--- config.mk ---
export PLATFORM = sky130hd
export DESIGN_NAME = psd_cache
export DESIGN_NICKNAME = d
export VERILOG_FILES = /design/src/hdl/psd_pkg.sv /design/src/hdl/psd_cache.sv
export SDC_FILE = /design/constraint.sdc
export NUM_CORES = 2
export LEC_CHECK = 0
export BUFFER_PORTS_ARGS = -buffer_cell sky130_fd_sc_hd__buf_2
export CAP_MARGIN = 5
export CORE_AREA = 2 2 314 316
export CTS_CLUSTER_SIZE = 14
export DETAILED_ROUTE_END_ITERATION = 12
export DIE_AREA = 0 0 316 318
export PLACE_DENSITY_LB_ADDON = 0.08
export SETUP_SLACK_MARGIN = 0.2
export SYNTH_ARGS = -nofsm -noshare
export SYNTH_HDL_FRONTEND = slang
export SYNTH_SLANG_ARGS = --single-unit
--- constraint.sdc ---
create_clock -name clk -period 15.39 [get_ports clk]
set_input_delay 1.539 -clock clk [delete_from_list [all_inputs] [get_ports clk]]
set_output_delay 1.539 -clock clk [all_outputs]
set_load 0.01 [all_outputs]
--- src/hdl/psd_pkg.sv ---
// ---------------------------------------------------------------------------
// psd_pkg
// shared constants and types for the point to segment distance block
// ---------------------------------------------------------------------------
package psd_pkg;

  // direction vector is signed q2.16
  localparam int DIR_FRAC  = 16;
  localparam int DIR_W     = DIR_FRAC + 2;

  // register index field, wide enough to address beyond the last register
  localparam int CFG_IDX_W = 3;

  // register indexes
  localparam logic [CFG_IDX_W-1:0] REG_START_X = 3'd0;
  localparam logic [CFG_IDX_W-1:0] REG_START_Y = 3'd1;
  localparam logic [CFG_IDX_W-1:0] REG_END_X   = 3'd2;
  localparam logic [CFG_IDX_W-1:0] REG_END_Y   = 3'd3;

  typedef enum logic [2:0] {
    CS_DIFF,
    CS_SQUARE,
    CS_ROOT,
    CS_ROUND,
    CS_DIV,
    CS_SIGN,
    CS_DONE
  } cache_state_t;

endpackage

--- src/hdl/psd_cache.sv ---
// ---------------------------------------------------------------------------
// psd_cache
// iterative unit for segment length and unit direction
// ---------------------------------------------------------------------------
module psd_cache #(
  parameter int COORD_WIDTH = 24
) (
  input  logic                                  clk,
  input  logic                                  rst_n,
  input  logic                                  restart,
  input  logic signed [COORD_WIDTH-1:0]         start_x,
  input  logic signed [COORD_WIDTH-1:0]         start_y,
  input  logic signed [COORD_WIDTH-1:0]         end_x,
  input  logic signed [COORD_WIDTH-1:0]         end_y,
  output logic                                  done,
  output logic [COORD_WIDTH:0]                  seg_len,
  output logic signed [psd_pkg::DIR_W-1:0]      dir_cos,
  output logic signed [psd_pkg::DIR_W-1:0]      dir_sin
);
  import psd_pkg::*;

  localparam int W       = COORD_WIDTH;
  localparam int SW      = 2 * W + 2;
  localparam int NW      = W + 19;
  localparam int QW      = DIR_FRAC + 2;
  localparam int CNT_MAX = (W > QW - 1) ? W : QW - 1;
  localparam int CNTW    = $clog2(CNT_MAX + 1);

  cache_state_t state_r, state_nxt;
  logic [CNTW-1:0]     cnt_r;
  logic signed [W:0]   dx, dy;
  logic [W:0]          magx_r, magy_r, bx_r, by_r;
  logic                negx_r, negy_r;
  logic [SW-1:0]       mx_r, my_r, acc_r, r_r, bit_r, trial, rnd;
  logic [W:0]          len_r, len_nxt;
  logic [NW-1:0]       numx_r, numy_r, den_r;
  logic [QW-1:0]       qx_r, qy_r, qcx, qcy;
  logic signed [DIR_W-1:0] cos_r, sin_r;

  assign dx    = (W+1)'(end_x) - (W+1)'(start_x);
  assign dy    = (W+1)'(end_y) - (W+1)'(start_y);
  assign trial = r_r + bit_r;
  assign rnd   = (acc_r > r_r) ? r_r + SW'(1) : r_r;
  assign len_nxt = rnd[W:0];
  assign qcx = (qx_r > (QW'(1) << DIR_FRAC)) ? (QW'(1) << DIR_FRAC) : qx_r;
  assign qcy = (qy_r > (QW'(1) << DIR_FRAC)) ? (QW'(1) << DIR_FRAC) : qy_r;

  // next state
  always_comb begin
    state_nxt = state_r;
    unique case (state_r)
      CS_DIFF:   state_nxt = CS_SQUARE;
      CS_SQUARE: if (cnt_r == '0) state_nxt = CS_ROOT;
      CS_ROOT:   if (cnt_r == '0) state_nxt = CS_ROUND;
      CS_ROUND:  state_nxt = CS_DIV;
      CS_DIV:    if (cnt_r == '0) state_nxt = CS_SIGN;
      CS_SIGN:   state_nxt = CS_DONE;
      CS_DONE:   state_nxt = CS_DONE;
      default:   state_nxt = CS_DIFF;
    endcase
    if (restart) state_nxt = CS_DIFF;
  end

  // outputs
  always_comb begin
    done = (state_r == CS_DONE);
  end

  always_ff @(posedge clk) begin
    if (!rst_n) begin
      state_r <= CS_DIFF;
    end else begin
      state_r <= state_nxt;
    end
  end

  always_ff @(posedge clk) begin
    case (state_r)
      CS_DIFF: begin
        negx_r <= dx[W];
        negy_r <= dy[W];
        magx_r <= dx[W] ? (W+1)'(-dx) : dx;
        magy_r <= dy[W] ? (W+1)'(-dy) : dy;
        bx_r   <= dx[W] ? (W+1)'(-dx) : dx;
        by_r   <= dy[W] ? (W+1)'(-dy) : dy;
        mx_r   <= SW'(dx[W] ? (W+1)'(-dx) : dx);
        my_r   <= SW'(dy[W] ? (W+1)'(-dy) : dy);
        acc_r  <= '0;
        cnt_r  <= CNTW'(W);
      end
      CS_SQUARE: begin
        // shift and add, both squares at once
        acc_r <= acc_r + (bx_r[0] ? mx_r : '0) + (by_r[0] ? my_r : '0);
        mx_r  <= mx_r << 1;
        my_r  <= my_r << 1;
        bx_r  <= bx_r >> 1;
        by_r  <= by_r >> 1;
        if (cnt_r == '0) begin
          r_r   <= '0;
          bit_r <= SW'(1) << (2 * W);
          cnt_r <= CNTW'(W);
        end else begin
          cnt_r <= cnt_r - 1'b1;
        end
      end
      CS_ROOT: begin
        if (acc_r >= trial) begin
          acc_r <= acc_r - trial;
          r_r   <= (r_r >> 1) + bit_r;
        end else begin
          r_r   <= r_r >> 1;
        end
        bit_r <= bit_r >> 2;
        cnt_r <= cnt_r - 1'b1;
      end
      CS_ROUND: begin
        len_r  <= len_nxt;
        numx_r <= (NW'(magx_r) << DIR_FRAC) + NW'(len_nxt >> 1);
        numy_r <= (NW'(magy_r) << DIR_FRAC) + NW'(len_nxt >> 1);
        den_r  <= NW'(len_nxt) << (QW - 1);
        qx_r   <= '0;
        qy_r   <= '0;
        cnt_r  <= CNTW'(QW - 1);
      end
      CS_DIV: begin
        // restoring division, one quotient bit per cycle
        if (numx_r >= den_r) numx_r <= numx_r - den_r;
        if (numy_r >= den_r) numy_r <= numy_r - den_r;
        qx_r  <= {qx_r[QW-2:0], numx_r >= den_r};
        qy_r  <= {qy_r[QW-2:0], numy_r >= den_r};
        den_r <= den_r >> 1;
        cnt_r <= cnt_r - 1'b1;
      end
      CS_SIGN: begin
        if (len_r == '0) begin
          cos_r <= '0;
          sin_r <= '0;
        end else begin
          cos_r <= negx_r ? -$signed(qcx) : $signed(qcx);
          sin_r <= negy_r ? -$signed(qcy) : $signed(qcy);
        end
      end
      default: ;
    endcase
  end

  assign seg_len = len_r;
  assign dir_cos = cos_r;
  assign dir_sin = sin_r;

endmodule
Word-level counts from Yosys, hierarchy flattened:

Index checks and enable logic that the tools add are counted.

* flip-flop bits (word level): 586
* bits in latches: 0
* memory bits (writable): 0
* ROM bits: 0
* bits of input ports: 99
* output and inout bits: 62
* word-level logic and storage cells: 108
* memories: 0

* $add $sub $neg: 17
* multiply operators: 0
* div/mod/pow operators: 0
* order comparisons: 6
* equal/unequal tests: 12
* shifts and indexed selects: 0
* muxes and demuxes: 35
* bitwise logic cells: 1
* reductions and logical operators: 16

Operators by type and width (count)
* 50-bit two-way mux: 8
* 50-bit one-hot mux with 2 select lines: 4
* 43-bit one-hot mux with 2 select lines: 3
* 50-bit adder: 3
* 50-bit one-hot mux with 3 select lines: 1
* 25-bit one-hot mux with 2 select lines: 2
* 43-bit greater-or-equal comparator: 2
* 43-bit two-way mux: 2
* 43-bit subtractor: 2
* 41-bit by 24-bit adder with 42-bit output: 2
* 25-bit two-way mux: 3
* 18-bit two-way mux: 4
* 18-bit one-hot mux with 2 select lines: 2
* 49-bit by 50-bit adder with 50-bit output: 1
* 50-bit greater-or-equal comparator: 1
* 50-bit greater-than comparator: 1
* 25-bit negator: 2
* 24-bit by 24-bit subtractor with 25-bit output: 2
* 50-bit subtractor: 1
* 18-bit by 17-bit greater-than comparator with 1-bit output, second input constant: 2
* 18-bit negator: 2
* 25-bit by 1-bit adder with 25-bit output, second input constant: 1
* 25-bit logical NOT: 1
* 5-bit one-hot mux with 4 select lines: 1
* 17 further kinds: 34

Depth between registers and ports, before layout:

* depth after elaboration: 4
* depth in mapped cells: 27
* gate-level depth less buffers: 25

Least setup slack after synthesis:

OpenSTA, ideal clock, no wires.

* kind: reg-to-reg
* start: reg state_r[0]
* end: reg acc_r[0] (enable)
* library setup time: 481 ps
* arrival: 14390 ps
* data required time: 14909 ps
* setup slack: 519 ps
* cell stages (with the launch flop): 7
* path buffers: 1
* clock period less this slack: 14871 ps
* cell sequence: dfxtp_1 inv_1 ha_1 clkbuf_1 inv_1 o21ai_0 a2bb2oi_1

* cells in the longest elaborated chain, start to end: 3
* elaborated cells between the ends (all ways): 6
* those cells by class: eq/ne: 3; reduce/logical: 3

Ends and longest elaborated chain
* from (decl): line psd_cache.sv:29 `cache_state_t state_r, state_nxt;`
* from (signal assigned): line psd_cache.sv:73 `state_r <= state_nxt;`
* 3-bit by 2-bit equality test with 1-bit output, or another cell as far along: line psd_cache.sv:78 `case (state_r)`
* 2-bit inequality test (no source line) or 3-bit nonzero test (tied branches)
* 2-bit AND reduction (no source line) (*)
* to (signal assigned): line psd_cache.sv:93 `acc_r <= acc_r + (bx_r[0] ? mx_r : '0) + (by_r[0] ? my_r : '0);`
* to (signal assigned): line psd_cache.sv:108 `acc_r <= acc_r - trial;`
* to (decl): line psd_cache.sv:34 `logic [SW-1:0] mx_r, my_r, acc_r, r_r, bit_r, trial, rnd;`

Every way passes the cells marked *; elsewhere a longest branch is shown, timed or not.
A chain may end at the register's enable or synchronous reset.

Worst setup path after layout:

* start: reg r_r[3]
* end: reg numx_r[36] (data pin)

* cells in the longest elaborated chain, start to end: 4
* elaborated cells between the ends (all ways): 5
* those cells by class: add/sub: 2; order compare: 1; mux: 2

Ends and longest elaborated chain
* from (decl): line psd_cache.sv:34
* from (signal assigned): line psd_cache.sv:109 `r_r <= (r_r >> 1) + bit_r;`
* from (signal assigned): line psd_cache.sv:111 `r_r <= r_r >> 1;`
* 50-bit greater-than comparator or 25-bit by 1-bit adder with 25-bit output (tied branches): line psd_cache.sv:43 `assign rnd = (acc_r > r_r) ? r_r + SW'(1) : r_r;`
* 25-bit two-way mux (*): line psd_cache.sv:43
* named net rnd[19]: line psd_cache.sv:34
* 41-bit by 24-bit adder with 42-bit output (*): line psd_cache.sv:118 `numx_r <= (NW'(magx_r) << DIR_FRAC) + NW'(len_nxt >> 1);`
* 43-bit one-hot mux with 2 select lines (*): line psd_cache.sv:78
* to (signal assigned): line psd_cache.sv:118
* to (signal assigned): line psd_cache.sv:127 `if (numx_r >= den_r) numx_r <= numx_r - den_r;`
* to (decl): line psd_cache.sv:36 `logic [NW-1:0] numx_r, numy_r, den_r;`

Mark *: on every way through the listed nets, which the timed path passes. The rest lies on a longest branch.

==> qor.txt <==
GLOBAL ROUTING
--------------------------------------------------------------------------------------------------------
First-pass GRT wire length ................................................................       191 mm
Total overflow reported by the global router ..............................................            0
Antenna violations before repair ..........................................................            0
Maximum number of pins on one net before global-route repair ..............................           84
Number of global-route vias before repair .................................................        32990
Total GRT Usage ...........................................................................        24.2%

DRT
--------------------------------------------------------------------------------------------------------
DRC violations left .......................................................................            0
DR WL/cell ................................................................................      20.2 µm
Number of DRC markers in iteration 0 ......................................................         2788
Detailed Route WL .........................................................................       122 mm
Via/cell ratio ............................................................................         5.68
First-pass DRT Iterations .................................................................            5
Via Count .................................................................................        34391
Routed Antenna Nets .......................................................................            0

CTS
--------------------------------------------------------------------------------------------------------
Max Root-Sink Buffers .....................................................................            3
Number of setup buffers added after CTS ...................................................            0
Number of buffers added by the clock tree synthesis step ..................................           69
Clk_lat worst skew ........................................................................       630 ps
Number of gates resized after cts .........................................................            0
Cell at the root of the clock tree ........................................................ sky130_fd_sc_hd__clkbuf_16
# clock sinks .............................................................................          560
Post-CTS clock slew at the launch and capture registers of the worst setup and hold paths .        60 ps
Count of hold buffers inserted by post-cts repair .........................................            0
Clock tree from TritonCTS .................................................................        built
H-tree lvl count ..........................................................................            3

POWER AND IR DROP
--------------------------------------------------------------------------------------------------------
Net switching share of the total power ....................................................        36.6%
Static leakage power ......................................................................      20.0 nW
VDD IR-drop max ...........................................................................  0.0000679 V
Portion of total power attributed to sequential cells .....................................        36.7%
Portion of total power attributed to combinational logic ..................................        36.0%
PwrDens ...................................................................................   129 nW/µm²
Internal power contribution ...............................................................      3.90 mW
Reported net switching power ..............................................................      2.25 mW
Relative contribution of the clock network to total power .................................        27.3%

LOGIC SYNTHESIS
--------------------------------------------------------------------------------------------------------
Cell with the most instances after synthesis .............................................. sky130_fd_sc_hd__edfxtp_1
Warning count from the yosys run ..........................................................            0
Cells taking the most area after synthesis ................................................ sky130_fd_sc_hd__edfxtp_1 39%, sky130_fd_sc_hd__ha_1 10%, sky130_fd_sc_hd__xnor2_1 5.0%, sky130_fd_sc_hd__a21oi_1 3.8%, sky130_fd_sc_hd__nand2_1 3.8%
Top cell type's share of synthesized area .................................................        38.6%
Sequential-to-total area share from yosys stat ............................................        38.7%
Area of the mapped netlist ................................................................    43300 µm²
Average cell area after synthesis .........................................................     9.39 µm²
Most area-hungry cell type in the Yosys netlist ........................................... sky130_fd_sc_hd__edfxtp_1
Count of cell types in the netlist ........................................................           85
Most frequently used flop master after synthesis .......................................... sky130_fd_sc_hd__edfxtp_1
#FFs+latches synth ........................................................................          560
Gate count of the mapped netlist ..........................................................         4614
Most used standard cells in the synthesized netlist ....................................... 557 x sky130_fd_sc_hd__edfxtp_1, 441 x sky130_fd_sc_hd__nand2_1, 393 x sky130_fd_sc_hd__nor2_1
Count of flip-flops with a built-in enable after synthesis ................................          557
Fraction of registers with async set/reset ................................................           0%
Post-synth net total ......................................................................         5128

PLACED DESIGN
--------------------------------------------------------------------------------------------------------
Instance area at placement ................................................................    45500 µm²
PortBufs ..................................................................................          160
Final HPWL DP .............................................................................      93.7 mm
Final weighted congestion in routability-driven placement .................................        0.887

STA
--------------------------------------------------------------------------------------------------------
Max-Slew Margin vs Limit ..................................................................        19.8%
Setup repair after global routing missed its margin .......................................        false
Slew of the pin with the lowest slew margin ...............................................      1190 ps
# setup viols final .......................................................................            0
Share of the clock period used by the worst path ..........................................        44.0%
Max frequency .............................................................................      148 MHz
Post-layout minimum cycle time ............................................................      6780 ps
Setup TNS .................................................................................         0 ps
Worst setup skew after layout .............................................................      28.1 ps
Number of endpoints with negative hold slack in the final report ..........................            0
Final Max Tran Viols ......................................................................            0

HOLD PATH
--------------------------------------------------------------------------------------------------------
Worst hold path endpoint .................................................................. bx_r[0]$_DFFE_PP_
Start point of the worst min-delay path ................................................... bx_r[1]$_DFFE_PP_
Hold-critical path depth ..................................................................            1
Class of the worst hold path .............................................................. flip-flop to flip-flop

FINISH
--------------------------------------------------------------------------------------------------------
Synthesis-to-layout area growth ...........................................................        10.2%
Net total in the final layout .............................................................         5226
Fraction of final layout cells sized beyond drive strength 1 ..............................        8.27%
Final design instance area without fill ...................................................    47800 µm²

WORST SETUP PATH
--------------------------------------------------------------------------------------------------------
Critical-path maximum fanout ..............................................................           13
Class of the most critical setup path ..................................................... flip-flop to flip-flop
Launch point of the worst reg-to-reg path ................................................. r_r[3]$_SDFFCE_PN0P_
Worst r2r dst ............................................................................. numx_r[36]$_DFFE_PP_
R2R setup slack ...........................................................................      8610 ps
Endpoint type of the worst setup path .....................................................    flip-flop
Worst setup SP type .......................................................................    flip-flop
Worst-case reg-to-reg path depth ..........................................................           24
Data arrival time at the worst-slack endpoint .............................................      7110 ps
Worst endpoint required time ..............................................................     15720 ps

RUN
--------------------------------------------------------------------------------------------------------
Max-capacitance violation count ...........................................................            0

FLOORPLANNING
--------------------------------------------------------------------------------------------------------
Die Ht ....................................................................................       318 µm
Overall die width .........................................................................       316 µm
Row count .................................................................................          115
Core outline area .........................................................................    97400 µm²
DIE AREA ..................................................................................   100000 µm²
Initial standard-cell utilization of the core .............................................        44.5%
Boundary pin count ........................................................................          161

RUN STATUS
--------------------------------------------------------------------------------------------------------
Result of the run ......................................................................... finished clean

==> flip-flops by register name, summed over array words and instances (netlist names), 3 cells and up <==
register	flops
magy_r	25
mx_r	50
state_r	3
numx_r	43
cnt_r	5
dir_cos	18
qx_r	18
qy_r	18
acc_r	50
seg_len	25
dir_sin	18
numy_r	43
by_r	25
bx_r	25
bit_r	25
r_r	50
den_r	42
magx_r	25
my_r	50
==> metal layers <==
layer,part of all wire [%],track usage (%),vias to the layer above
met4,2.2,5.92,0
li1,-,-,17048
met1,50,36.8,16327
met3,5.6,3.05,138
met2,43,36.2,878
met5,0,0,-
==> cell usage in the layout (no fill, tap or decap), types with 27 or more instances in the layout <==
cell type / instances
sky130_fd_sc_hd__edfxtp_1: 557
sky130_fd_sc_hd__nand2_1: 439
sky130_fd_sc_hd__nor2_1: 391
sky130_fd_sc_hd__ha_1: 358
sky130_fd_sc_hd__a21oi_1: 333
sky130_fd_sc_hd__o21ai_0: 257
sky130_fd_sc_hd__inv_1: 256
sky130_fd_sc_hd__xnor2_1: 246
sky130_fd_sc_hd__a21o_1: 172
sky130_fd_sc_hd__buf_2: 160
sky130_fd_sc_hd__xor2_1: 158
sky130_fd_sc_hd__and2_1: 150
sky130_fd_sc_hd__nand3_1: 97
sky130_fd_sc_hd__and3_1: 76
sky130_fd_sc_hd__clkbuf_16: 72
sky130_fd_sc_hd__nand4_1: 67
sky130_fd_sc_hd__a31oi_1: 66
sky130_fd_sc_hd__a211oi_1: 63
sky130_fd_sc_hd__nor3_1: 61
sky130_fd_sc_hd__fa_1: 57
sky130_fd_sc_hd__nand2b_1: 55
sky130_fd_sc_hd__o21a_1: 53
sky130_fd_sc_hd__o21bai_1: 52
sky130_fd_sc_hd__o22ai_1: 45
sky130_fd_sc_hd__o31ai_1: 38
sky130_fd_sc_hd__nor2b_1: 35
sky130_fd_sc_hd__buf_4: 33
sky130_fd_sc_hd__nor4_1: 29
sky130_fd_sc_hd__mux2_2: 28
sky130_fd_sc_hd__or3_1: 27
==> worst max path at each step <==
stage                             from                   end  slack, ps  depth (start not counted)
2_1_floorplan  state_r[0]$_SDFFE_PP0P_    acc_r[0]$_DFFE_PP_        520                          6
3_3_place_gp      r_r[3]$_SDFFCE_PN0P_  numx_r[39]$_DFFE_PP_       8760                         23
3_5_place_dp      r_r[3]$_SDFFCE_PN0P_  numx_r[36]$_DFFE_PP_       8690                         24
4_1_cts           r_r[3]$_SDFFCE_PN0P_  numx_r[36]$_DFFE_PP_       8660                         24
5_1_grt           r_r[3]$_SDFFCE_PN0P_  numx_r[36]$_DFFE_PP_       8210                         24
6_report          r_r[3]$_SDFFCE_PN0P_  numx_r[36]$_DFFE_PP_       8610                         24
==> critical path, cell delays in order, from the launching register on <==
cell	delay (ps)
sky130_fd_sc_hd__edfxtp_1	490
sky130_fd_sc_hd__clkinv_1	310
sky130_fd_sc_hd__ha_1	380
sky130_fd_sc_hd__a21o_1	160
sky130_fd_sc_hd__a21oi_1	140
sky130_fd_sc_hd__o221ai_1	130
sky130_fd_sc_hd__a221oi_1	410
sky130_fd_sc_hd__o221ai_1	190
sky130_fd_sc_hd__a221oi_1	370
sky130_fd_sc_hd__o21ai_0	280
sky130_fd_sc_hd__nand4b_1	560
sky130_fd_sc_hd__nor2_1	130
sky130_fd_sc_hd__xnor2_1	630
sky130_fd_sc_hd__ha_1	400
sky130_fd_sc_hd__a21o_1	170
sky130_fd_sc_hd__a21oi_1	220
sky130_fd_sc_hd__o21bai_1	120
sky130_fd_sc_hd__a21oi_1	240
sky130_fd_sc_hd__o21bai_1	80
sky130_fd_sc_hd__a21oi_1	270
sky130_fd_sc_hd__nor2b_1	170
sky130_fd_sc_hd__and2_1	220
sky130_fd_sc_hd__and4_1	210
sky130_fd_sc_hd__xnor2_1	130
sky130_fd_sc_hd__mux2i_1	80
==> kinds of logic (layout without fill, tap and decap cells) <==
kind of cell	Yosys count	count (layout)	share of synthesized area, %
other	0	2	0
muxes	43	43	1.07
xor gates and xnor gates	404	404	8.16
buffers and inverters	427	580	3.73
DFF	560	560	38.7
AOI/OAI and AO/OA	1242	1242	18.3
adders and majority gates	415	415	13.0
and+or+nand+nor	1523	1523	17.1
==> through the flow <==
step / cells / hold slack, ps / power (mW) / util [%] / setup WS, ps
6_report: 6056 / 508 / 6.14 / 49.0 / 8610
5_1_grt: 6054 / 532 / 6.54 / 49.0 / 8210
4_1_cts: 6054 / 517 / 6.18 / 49.0 / 8660
3_5_place_dp: 5928 / 507 / 4.48 / 46.7 / 8690
3_3_place_gp: 5928 / 497 / 4.47 / 46.7 / 8760
2_1_floorplan: 4614 / 491 / 3.84 / - / 519
==> power groups by stage <==
stage	Combinational, mW	Sequential, mW	Clock (mW)
finish	2.21	2.26	1.68
global route	2.49	2.28	1.77
CTS	2.21	2.25	1.72
detailed placement	2.19	2.28	0
global placement	2.18	2.28	0
floorplan	1.69	2.15	0
==> layout make-up <==
cell class	count	area (µm²)
Antenna cell	2	5.00
Clock buffer	83	1840
Clock inverter	43	455
Fill cell	9184	49600
Inverter	261	981
Multi-Input combinational cell	3627	25000
Sequential cell	560	16800
Tap cell	1287	1610
Timing Repair Buffer	193	1050
No activity file was read; power rests on OpenSTA's default activity.
